**src/rtl/sfdl_pkg.sv**
```systemverilog
// ----------------------------------------------------------------------------
// sfdl_pkg
// Shared types and constants of the stereo feedback delay line.
// ----------------------------------------------------------------------------
package sfdl_pkg;

    localparam int IO_W      = 16;     // sample width on the stream ports
    localparam int GAIN_W    = 15;     // unsigned Q0.15 gain
    localparam int DELAY_W   = 16;     // delay register width
    localparam int DELAY_MAX = 65535;  // largest programmable delay
    localparam int CFG_DW    = 32;
    localparam int CFG_AW    = 5;

    localparam int DELAY_RST = 24000;
    localparam int GAIN_RST  = 16384;

    typedef enum logic [2:0] {
        REG_ENABLE        = 3'd0,
        REG_LEFT_DELAY    = 3'd1,
        REG_RIGHT_DELAY   = 3'd2,
        REG_FEEDBACK_GAIN = 3'd3,
        REG_SIDE_SYNC     = 3'd4,
        REG_PING_PONG     = 3'd5
    } cfg_index_t;

    // run mode; its enable bit is sampled when a beat is taken
    typedef struct packed {
        logic              enable;
        logic [GAIN_W-1:0] gain;
    } run_cfg_t;

    // per-channel pipeline strobes
    typedef struct packed {
        logic load;   // run-mode beat enters stage 1, memory read issued
        logic wb_en;  // stage 1 beat retires, memory write issued
    } chan_ctl_t;

endpackage

```
**src/rtl/sfdl_cfg_regs.sv**
```systemverilog
// ----------------------------------------------------------------------------
// sfdl_cfg_regs
// APB register file; keeps delays reduced modulo the memory depth.
// ----------------------------------------------------------------------------
module sfdl_cfg_regs
    import sfdl_pkg::*;
#(
    parameter int DEPTH = 65536
) (
    input  logic                      aclk,
    input  logic                      aresetn,
    input  logic                      psel,
    input  logic                      penable,
    input  logic                      pwrite,
    input  logic [CFG_AW-1:0]         paddr,
    input  logic [CFG_DW-1:0]         pwdata,
    output logic [CFG_DW-1:0]         prdata,
    output logic                      pready,
    output run_cfg_t                  run_cfg,
    output logic [$clog2(DEPTH)-1:0]  left_dly,
    output logic [$clog2(DEPTH)-1:0]  right_dly
);

    localparam int AW = $clog2(DEPTH);
    localparam logic [DELAY_W-1:0] DLY_RST_MOD  = DELAY_W'(DELAY_RST % DEPTH);
    localparam logic [DELAY_W-1:0] HALF_RST_MOD = DELAY_W'(((DELAY_RST + 1) / 2) % DEPTH);

    logic                wr;
    logic [DELAY_W-1:0]  wdat;
    logic [DELAY_W:0]    half_sum;
    logic [DELAY_W-1:0]  wdat_half;
    logic [DELAY_W-1:0]  res_raw;
    logic [DELAY_W-1:0]  res_half;
    cfg_index_t          idx;

    logic                enable_reg;
    logic [DELAY_W-1:0]  left_delay_reg;
    logic [DELAY_W-1:0]  right_delay_reg;
    logic [GAIN_W-1:0]   gain_reg;
    logic                side_sync_reg;
    logic                ping_pong_reg;
    logic [DELAY_W-1:0]  left_mod_reg;
    logic [DELAY_W-1:0]  right_mod_reg;
    logic [DELAY_W-1:0]  half_mod_reg;
    logic [DELAY_W-1:0]  dl_eff;
    logic [DELAY_W-1:0]  dr_eff;

    assign pready    = 1'b1;
    assign wr        = psel && penable && pwrite && pready;
    assign idx       = cfg_index_t'(paddr[CFG_AW-1:2]);
    assign wdat      = pwdata[DELAY_W-1:0];
    assign half_sum  = {1'b0, wdat} + (DELAY_W+1)'(1);
    assign wdat_half = half_sum[DELAY_W:1];

    // Residue of the written delay (and of its rounded-up half).
    if (DEPTH > DELAY_MAX) begin : g_direct
        assign res_raw  = wdat;
        assign res_half = wdat_half;
    end else begin : g_recip
        // quotient by reciprocal multiply, taken in the APB setup cycle;
        // remainder formed in the access cycle
        localparam int     SH    = DELAY_W + $clog2(DEPTH);
        localparam longint RECIP = ((longint'(1) << SH) + longint'(DEPTH) - 1) / longint'(DEPTH);
        localparam int     MW    = DELAY_W + 2;
        localparam int     PW    = DELAY_W + MW;
        localparam logic [DELAY_W-1:0] DEPTH_D = DELAY_W'(DEPTH);

        logic               setup;
        logic [PW-1:0]      p_raw;
        logic [PW-1:0]      p_half;
        logic [DELAY_W-1:0] q_raw_reg;
        logic [DELAY_W-1:0] q_half_reg;

        assign setup  = psel && !penable;
        assign p_raw  = PW'(wdat) * PW'(RECIP);
        assign p_half = PW'(wdat_half) * PW'(RECIP);

        always_ff @(posedge aclk) begin
            if (setup) begin
                q_raw_reg  <= DELAY_W'(p_raw >> SH);
                q_half_reg <= DELAY_W'(p_half >> SH);
            end
        end

        assign res_raw  = wdat - DELAY_W'(q_raw_reg * DEPTH_D);
        assign res_half = wdat_half - DELAY_W'(q_half_reg * DEPTH_D);
    end

    always_ff @(posedge aclk) begin
        if (!aresetn) begin
            enable_reg      <= 1'b0;
            left_delay_reg  <= DELAY_W'(DELAY_RST);
            right_delay_reg <= DELAY_W'(DELAY_RST);
            gain_reg        <= GAIN_W'(GAIN_RST);
            side_sync_reg   <= 1'b0;
            ping_pong_reg   <= 1'b0;
            left_mod_reg    <= DLY_RST_MOD;
            right_mod_reg   <= DLY_RST_MOD;
            half_mod_reg    <= HALF_RST_MOD;
        end else if (wr) begin
            unique case (idx)
                REG_ENABLE:        enable_reg <= pwdata[0];
                REG_LEFT_DELAY: begin
                    left_delay_reg <= wdat;
                    left_mod_reg   <= res_raw;
                end
                REG_RIGHT_DELAY: begin
                    right_delay_reg <= wdat;
                    right_mod_reg   <= res_raw;
                    half_mod_reg    <= res_half;
                end
                REG_FEEDBACK_GAIN: gain_reg      <= pwdata[GAIN_W-1:0];
                REG_SIDE_SYNC:     side_sync_reg <= pwdata[0];
                REG_PING_PONG:     ping_pong_reg <= pwdata[0];
                default: ;
            endcase
        end
    end

    always_comb begin
        unique case (idx)
            REG_ENABLE:        prdata = CFG_DW'(enable_reg);
            REG_LEFT_DELAY:    prdata = CFG_DW'(left_delay_reg);
            REG_RIGHT_DELAY:   prdata = CFG_DW'(right_delay_reg);
            REG_FEEDBACK_GAIN: prdata = CFG_DW'(gain_reg);
            REG_SIDE_SYNC:     prdata = CFG_DW'(side_sync_reg);
            REG_PING_PONG:     prdata = CFG_DW'(ping_pong_reg);
            default:           prdata = '0;
        endcase
    end

    // ping-pong: left = half of right, right follows left
    assign dl_eff = ping_pong_reg ? half_mod_reg : left_mod_reg;
    assign dr_eff = (side_sync_reg || ping_pong_reg) ? dl_eff : right_mod_reg;

    assign left_dly       = AW'(dl_eff);
    assign right_dly      = AW'(dr_eff);
    assign run_cfg.enable = enable_reg;
    assign run_cfg.gain   = gain_reg;

endmodule

```
**config.mk**
```make
export PLATFORM = sky130hd
export DESIGN_NAME = sfdl_cfg_regs
export DESIGN_NICKNAME = d
export VERILOG_FILES = /design/src/rtl/sfdl_pkg.sv /design/src/rtl/sfdl_cfg_regs.sv
export SDC_FILE = /design/constraint.sdc
export NUM_CORES = 1
export LEC_CHECK = 0
export BUFFER_PORTS_ARGS = -buffer_cell sky130_fd_sc_hd__buf_2
export CAP_MARGIN = 30
export CORE_MARGIN = 5
export CORE_UTILIZATION = 51
export CTS_CLUSTER_DIAMETER = 200
export DETAILED_ROUTE_END_ITERATION = 10
export PLACE_DENSITY = 0.8
export SYNTH_ARGS = -nofsm -noshare
export SYNTH_HDL_FRONTEND = slang
export SYNTH_SLANG_ARGS = --single-unit
```
**constraint.sdc**
```tcl
create_clock -name aclk -period 1.8 [get_ports aclk]
set_input_delay 0.09 -clock aclk [delete_from_list [all_inputs] [get_ports aclk]]
set_output_delay 0.09 -clock aclk [all_outputs]
set_load 0.02 [all_outputs]
```
==> impl_metrics.tcl, run 1 <==
set metrics [dict create \
    status "finished, violations left" \
    violations "setup timing" \
    grt_pass1_vias 3260 \
    gp_congestion 0.7909 \
    drtIter0Drc 193 \
    post-route-min-period_ps 1809 \
    ys.flop_type "dfxtp_1" \
    stdcell_count 604 \
    core_sq_mm 0.007176 \
    worstPathCellList "buf_12 > mux4_2 > mux2_2 > buf_6" \
    crit_path_end_kind "output pin" \
    synth-simple-area-share 0.2085 \
    netlist_top_cells_count "nand2_1, dfxtp_1, mux2_2" \
    yosysWarnings 0 \
    worstSkewPairLatency_ps 340 \
    grt_start_max_net_pins 41 \
    critical-path-top-delay-family "multiplexers" \
    ir_worst_vdd_mv 0.4154 \
    setup_ws_ps -9.403 \
    avgRoutedWirePerCell_um 16.75 \
    ant_nets 0 \
    cts_buffers 9 \
    overflow 0 \
    nets 543 \
    cts_sinks 66 \
    tightest_slew_ps 609.6 \
    portBuffers 87 \
    avgSynthCellArea_sq_um 8.844 \
    grt_pass1_wl_um 15920 \
    post_dp_cell_area_sq_mm 0.004141 \
    hold_path_class "in -> reg" \
    die_h_um 95.55 \
    yosysMostFrequentCell "nand2_1" \
    worstHoldEndpoint "left_mod_reg[6]" \
    dp_cells 586 \
    synth_seq_cells 66 \
    synth.cell_area_sq_mm 0.003732 \
    maxClockFrequency_ghz 0.5527 \
    synth_compound_area_frac 0.1230 \
    rows 31 \
    die_w_um 95.55 \
    finalMaxSlewViolations 0 \
    yosysUniqueCellTypes 54 \
    r2r_end "ping_pong_reg" \
    antenna_found_initial 0 \
    critPathLaunchType "register" \
    power_mw 3.103 \
    min_path_cells 3 \
    finClkSkew_ps 0 \
    clk_pin_slew_ps 70 \
    drv_cap 0 \
    synthArstFlopShare 0 \
    synth_xor_area_frac 0.01643 \
    postSynthCellCount 422 \
    powerDensity_mw_per_mm2 709.1 \
    viasPerCell 5.474 \
    r2r_start "ping_pong_reg" \
    synthAdderAreaFrac 0.003352 \
    grt_setup_unrepaired "true" \
    io_pins 123 \
    synthMuxAreaShare 0.1988 \
    clk_path_buf_depth 2 \
    r2r_cells 3 \
    design_area_sq_mm 0.004377 \
    hp-start "pwdata[6]" \
    num_vias 3306 \
    rrSetupSlack_ps 1010 \
    initial_core_util 0.5201 \
    clockRootBuffer "clkbuf_8" \
    cp_slowest_stage_delay_ps 460 \
    grtUsageTotal 0.2266 \
    h-tree-depth 3 \
    worstPathMaxFanout 9 \
    ys_top_cells_by_area "dfxtp_1, mux2_2, nand2_1, mux2i_1, buf_4" \
    synth_top_family_by_area "simple AND/OR/NAND/NOR gates" \
    min_period_over_period 1.005 \
    yosysSeqAreaShare 0.3540 \
    critical_path_buf_inv_count 2 \
    die_area_sq_mm 0.009129 \
    area_growth_pct 17.26 \
    nFillCells 611 \
    netlist.area_leader.share 0.3540 \
    critPathKind "reg -> out" \
    holdWs_ps 41.20 \
    hpwlAfterDp_um 6937 \
    remaining_drc_errors 0 \
    synth_top_cell_by_area "dfxtp_1" \
    leakagePower_nw 1.892 \
    cts_tree "done" \
    max_slew_margin 0.5936 \
    crit_slowest_cell "mux4_2" \
    critPathArrivalTime_ps 1720 \
    antennaDiodeCount 0 \
    finalHoldViolCount 0 \
    setup_violations 1 \
    firstDrtPassIters 5 \
    synth_edf_count 0 \
    drive_gt1_frac 0.3465 \
    worst_ep_required_time_ps 1710 \
    finalWirelength_um 10120 \
]
## kinds of logic (layout without fill, tap and decap cells)
logic type | after synthesis | in the layout
XOR/XNOR | 7 | 7
AND/OR/NAND/NOR | 158 | 158
adder cells (fa/ha/maj) | 1 | 1
buffers and inverters | 57 | 125
AO/OA/AOI/OAI | 64 | 64
flip-flops | 66 | 66
other | 2 | 17
multiplexers | 67 | 67
## worst max-delay path by stage
stage | slack, ps | endpoint | from | cells past startpoint
2_1_floorplan | 270 | right_dly[12] | ping_pong_reg | 4
3_3_place_gp | 170 | right_dly[9] | ping_pong_reg | 4
3_5_place_dp | 150 | right_dly[9] | ping_pong_reg | 4
4_1_cts | -20 | prdata[0] | ping_pong_reg | 4
5_1_grt | -50 | prdata[0] | ping_pong_reg | 4
6_report | -9 | prdata[0] | ping_pong_reg | 4
## tightest hold or removal path, stage by stage
cell and delay [ps]:
buf_2 130, nand2_1 60, nand3_1 70
## what timing repair did
item	in CTS	in global routing
pin swaps	0	0
endpoints found under the setup margin	17	4
setup buffers	1	0
cloned	0	0
endpoints found under the hold margin	1	0
hold buffers	1	0
gates resized for setup	4	1
## per-stage QoR
stage	util	setup TNS (ps)	setup WS [ps]
3_5_place_dp	0.5772	0	148.4
2_1_floorplan	-	0	274.5
4_1_cts	0.6094	-20.93	-20.93
6_report	0.6099	-9.403	-9.403
5_1_grt	0.6099	-53.04	-50.76
3_3_place_gp	0.5772	0	169.4
## layout make-up
class                           instances  area, sq um  share of cell area
Inverter                                5        18.77            0.004288
Clock buffer                           11        151.4             0.03459
Sequential cell                        66         1325              0.3027
Clock inverter                          5        52.55             0.01201
Multi-Input combinational cell        314         2117              0.4837
Tap cell                               99        123.9             0.02830
Timing Repair Buffer                  104        588.1              0.1344
## layer usage
layer / wire length, um / vias up / track usage
met2: 4942 / 134 / 0.3839
met4: 205 / 0 / 0.08649
met3: 632 / 18 / 0.04499
met1: 4335 / 1565 / 0.2824
li1: - / 1589 / -
met5: 0 / - / 0
## report_power, final
part / switching [mW] / internal (mW)
Sequential: 0.00923 / 1.47
Combinational: 0.221 / 0.119
Clock: 0.575 / 0.708
## cells in the final DEF, fill, tap and decap left out, types with 5 or more instances in the layout
cell type	n
conb_1	17
buf_2	86
nor2b_1	18
nand3_1	12
o211ai_1	7
a22oi_1	14
xnor2_1	6
nor2_1	22
dfxtp_1	65
nor3_1	6
mux2i_1	19
nand2_1	71
clkbuf_8	11
o21ai_0	7
buf_4	14
mux2_2	47
a21boi_0	18
inv_1	5
Note: power is estimated with default switching activity, not from simulation.
==> inputs of run 2 (changes only) <==
- CORE_ASPECT_RATIO: not set -> 1.4
==> run 2 against run 1 <==
Effect of this change:
- the run still ends with setup timing left
- critical path type unchanged
- utilization shrank 0.36 points
- fmax fell by 0.27%
- combinational power about the same
- sequential share of layout area down 0.26 points
- power is 7.2% higher
- register-to-register slack got worse by 70 ps
- non-clock buffer count grew 1
- setup slack worse by 4.8 ps
- highest routed layer unchanged
- sequential power is essentially flat
- clock-buffer cell count is 2 lower
- critical endpoint unchanged
==> impl_metrics.tcl, run 2 (same netlist as run 1, synthesis figures left out) <==
set metrics [dict create \
    antenna_found_initial 0 \
    cts_sinks 66 \
    io_pins 123 \
    critical-path-top-delay-family "multiplexers" \
    critPathArrivalTime_ps 1720 \
    initial_core_util 0.5135 \
    crit_path_end_kind "output pin" \
    grt_pass1_vias 3292 \
    drv_cap 0 \
    crit_slowest_cell "mux4_2" \
    drive_gt1_frac 0.3478 \
    post-route-min-period_ps 1814 \
    status "finished, violations left" \
    grt_setup_unrepaired "true" \
    finalMaxSlewViolations 0 \
    grt_pass1_wl_um 15950 \
    ir_worst_vdd_mv 0.4542 \
    powerDensity_mw_per_mm2 754.7 \
    core_sq_mm 0.007268 \
    die_area_sq_mm 0.009153 \
    nFillCells 640 \
    worst_ep_required_time_ps 1710 \
    die_h_um 111.2 \
    overflow 0 \
    critPathLaunchType "register" \
    finalWirelength_um 9773 \
    grt_start_max_net_pins 30 \
    avgRoutedWirePerCell_um 16.21 \
    gp_congestion 0.8614 \
    violations "setup timing" \
    drtIter0Drc 160 \
    finClkSkew_ps 0 \
    critical_path_buf_inv_count 2 \
    die_w_um 82.30 \
    layout_commonest_cell "buf_2" \
    place_ws_ps 312.6 \
    maxClockFrequency_ghz 0.5512 \
    cts_buffers 9 \
    h-tree-depth 3 \
    leakagePower_nw 1.900 \
    nets 544 \
    grtUsageTotal 0.2208 \
    antennaDiodeCount 0 \
    portBuffers 87 \
    tns_ps -14.24 \
    area_growth_pct 18.07 \
    worstPathCellList "buf_8 > mux4_2 > mux2_2 > buf_4" \
    clk_path_buf_depth 2 \
    final_cell_mix "buf_2, nand2_1, dfxtp_1" \
    cts_tree "done" \
    critPathKind "reg -> out" \
    finalHoldViolCount 0 \
    setup_violations 1 \
    cp_slowest_stage_delay_ps 450 \
    num_vias 3273 \
    remaining_drc_errors 0 \
    firstDrtPassIters 4 \
    worstSkewPairLatency_ps 350 \
    min_period_over_period 1.008 \
    worstPathMaxFanout 11 \
    viasPerCell 5.428 \
    rows 37 \
    ant_nets 0 \
    clockRootBuffer "clkbuf_8" \
    clk_pin_slew_ps 70 \
    setup_ws_ps -14.24 \
    hpwlAfterDp_um 6991 \
    hold_path_class "in -> reg" \
]
[run 2: cell count changes in the layout (fill, tap and decap cells not counted), moves of 2 or more]
| cell | delta |
|---|---|
| buf_4 | +3 |
| buf_6 | -2 |
| bufinv_16 | +2 |
| clkbuf_8 | -2 |
| clkinv_2 | -2 |
| clkinvlp_4 | +2 |
[run 2: path summary, 6_finish.rpt]
path | start | to | slack (ps) | cells after the start
setup / recovery | ping_pong_reg | prdata[0] | -10 | 4
hold / removal | pwdata[10] | right_mod_reg[10] | 40 | 3
setup reg to reg | ping_pong_reg | ping_pong_reg | 940 | 3
hold reg to reg | half_mod_reg[0] | half_mod_reg[0] | 470 | 2
[run 2: final cells by class]
cell class	count	area, sq um	area share
clock buffers	9	123.9	0.02811
clock inverters	7	117.6	0.02669
inverters	5	18.77	0.004259
multi-input cells	314	2120	0.4810
flip-flops and latches	66	1323	0.3001
well taps	97	121.4	0.02754
repair buffers	105	583.1	0.1323
[run 2: through the flow]
step                cells  hold slack, ps  utilization  power, mW  cell area [sq um]
floorplan             437           214.0            -      1.765               3789
global placement      585           342.2       0.5688      1.844               4134
detailed placement    585           355.6       0.5688      1.851               4134
CTS                   602           29.87       0.6044      3.342               4393
global route          603           37.07       0.6063      3.443               4407
finish                603           41.98       0.6063      3.326               4407
[run 2: tightest hold or removal path: cells and delay by family]
kind	cells	cell delay, ps
buffers and inverters	1	140
AND/OR/NAND/NOR	2	130
[run 2: report_power, final]
group | switching (mW) | leakage (nW) | internal (mW)
Sequential | 0.00931 | 0.534 | 1.47
Clock | 0.586 | 0.111 | 0.916
Combinational | 0.219 | 1.25 | 0.122
Total | 0.815 | 1.90 | 2.51
[run 2: timing repair]
action / CTS / global route
hold buffers: 1 / 0
buffers inserted: 0 / 1
resized for setup: 3 / 2
endpoints found under the setup margin: 12 / 10
hold endpoints to repair: 1 / 0
[run 2: metal layers]
| metal | routed length [um] | vias to the layer above | track usage |
|---|---|---|---|
| met5 | 0 | - | 0 |
| met4 | 185 | 0 | 0.09091 |
| met3 | 444 | 14 | 0.03496 |
| met2 | 5112 | 97 | 0.3806 |
| met1 | 4031 | 1575 | 0.2628 |
| li1 | - | 1587 | - |
==> inputs of run 3 (changes only) <==
- CORE_MARGIN: 5 -> 4
- MAX_ROUTING_LAYER: not set -> met4
==> run 3 against run 2 <==
Effect of this change:
- the flow still finishes with violations (setup timing)
- largest cell class unchanged
- power down 7.3%
- die area down 4.2%
- sequential share of layout area up 0.34 points
- cell area down 1.1%
==> impl_metrics.tcl, run 3 (same netlist as run 1, synthesis figures left out) <==
set metrics [dict create \
    drtIter0Drc 204 \
    clk_path_buf_depth 2 \
    core_sq_mm 0.007027 \
    crit_path_end_kind "output pin" \
    leakagePower_nw 1.885 \
    ir_worst_vdd_mv 0.4425 \
    finClkSkew_ps 0 \
    multi_input_area_sq_mm 0.002123 \
    powerDensity_mw_per_mm2 707.3 \
    die_area_sq_mm 0.008770 \
    met3_length_um 640 \
    postLayoutCoreUtil 0.6200 \
    violations "setup timing" \
    initial_core_util 0.5312 \
    io_pins 123 \
    grt_pass1_wl_um 15500 \
    gp_congestion 0.8928 \
    firstDrtPassIters 4 \
    finalWirelength_um 9679 \
    critPathArrivalTime_ps 1730 \
    post_dp_cell_area_sq_mm 0.004124 \
    worstPathCellList "buf_6 > mux4_2 > mux2_4 > buf_6" \
    worst_ep_required_time_ps 1710 \
    rows 36 \
    holdWs_ps 31.28 \
    clockRootBuffer "clkbuf_8" \
    postCtsSetupBuffers 0 \
    nets 543 \
    finalMaxSlewViolations 0 \
    dp_cells 582 \
    rrSetupSlack_ps 1000 \
    finalHoldViolCount 0 \
    layout_commonest_cell "buf_2" \
    tns_ps -15.90 \
    min_period_over_period 1.009 \
    design_area_sq_mm 0.004357 \
    grtUsageTotal 0.2379 \
    wl_met1_um 3775 \
    avgRoutedWirePerCell_um 16.13 \
    nFillCells 630 \
    grt_pass1_vias 3066 \
    post-route-min-period_ps 1816 \
    drv_cap 0 \
    antenna_found_initial 0 \
    worstPathMaxFanout 6 \
    grt_start_max_net_pins 41 \
    hpwlAfterDp_um 6671 \
    top_layer "met4" \
    hold_path_class "in -> reg" \
    ant_nets 0 \
    wl_met2_um 5082 \
    cts_buffers 9 \
    critPathKind "reg -> out" \
    crit_slowest_cell "mux4_2" \
    setup_ws_ps -15.90 \
    stdcell_count 600 \
    area_growth_pct 16.73 \
    cts_tree "done" \
    setup_violations 1 \
    status "finished, violations left" \
    grt_setup_unrepaired "true" \
    overflow 0 \
    remaining_drc_errors 0 \
    clk_pin_slew_ps 70 \
    drive_gt1_frac 0.3406 \
    portBuffers 87 \
    seq_area_sq_mm 0.001323 \
    h-tree-depth 3 \
    num_vias 3232 \
    critPathLaunchType "register" \
    place_ws_ps 196.5 \
    antennaDiodeCount 0 \
    cp_slowest_stage_delay_ps 470 \
    die_w_um 80.30 \
    die_h_um 109.2 \
    viasPerCell 5.387 \
    maxClockFrequency_ghz 0.5507 \
    final_cell_mix "buf_2, nand2_1, dfxtp_1" \
    crit_top_cell "buf_6" \
    worstSkewPairLatency_ps 350 \
    cts_sinks 66 \
    power_mw 3.081 \
]
==> run 3: cell types whose count changed in the layout (fill, tap and decap cells not counted), sizes merged <==
| cell | delta |
|---|---|
| buf | -1 |
| bufinv | -2 |
| clkbuf | +5 |
| clkinvlp | -3 |
==> run 3: per-layer routing <==
metal	up-vias	track usage
li1	1590	-
met1	1512	0.2675
met2	113	0.4023
met3	17	0.04959
met4	0	0.1087
met5	-	-
==> run 3: worst paths after layout <==
check / from / end / cells after the start
setup / recovery: ping_pong_reg / prdata[0] / 4
hold / removal: pwdata[10] / left_mod_reg[10] / 3
setup reg to reg: ping_pong_reg / ping_pong_reg / 3
hold reg to reg: half_mod_reg[0] / half_mod_reg[0] / 2
==> run 3: where the power goes <==
part	total [mW]	switching (mW)	internal, mW
sequential	1.48	0.00914	1.47
combinational	0.340	0.219	0.121
clock	1.26	0.544	0.715
==> run 3: what timing repair did <==
item / in CTS / in global routing
gates resized for setup: 7 / 0
setup endpoints to repair: 14 / 10
gates cloned: 1 / 0
hold buffers: 1 / 0
endpoints found under the hold margin: 1 / 0
==> run 3: layout make-up <==
type	instances	share of cell area
repair buffers	104	0.1321
inverters	5	0.004308
multi-input cells	314	0.4874
clock buffers	14	0.03733
flip-flops and latches	66	0.3036
well taps	95	0.02728
clock inverters	2	0.008041
==> run 3: critical path, delay by kind of cell (launching register included) <==
kind,cells,cell delay (ps)
buf+inv,2,270
mux,2,760
flops,1,340
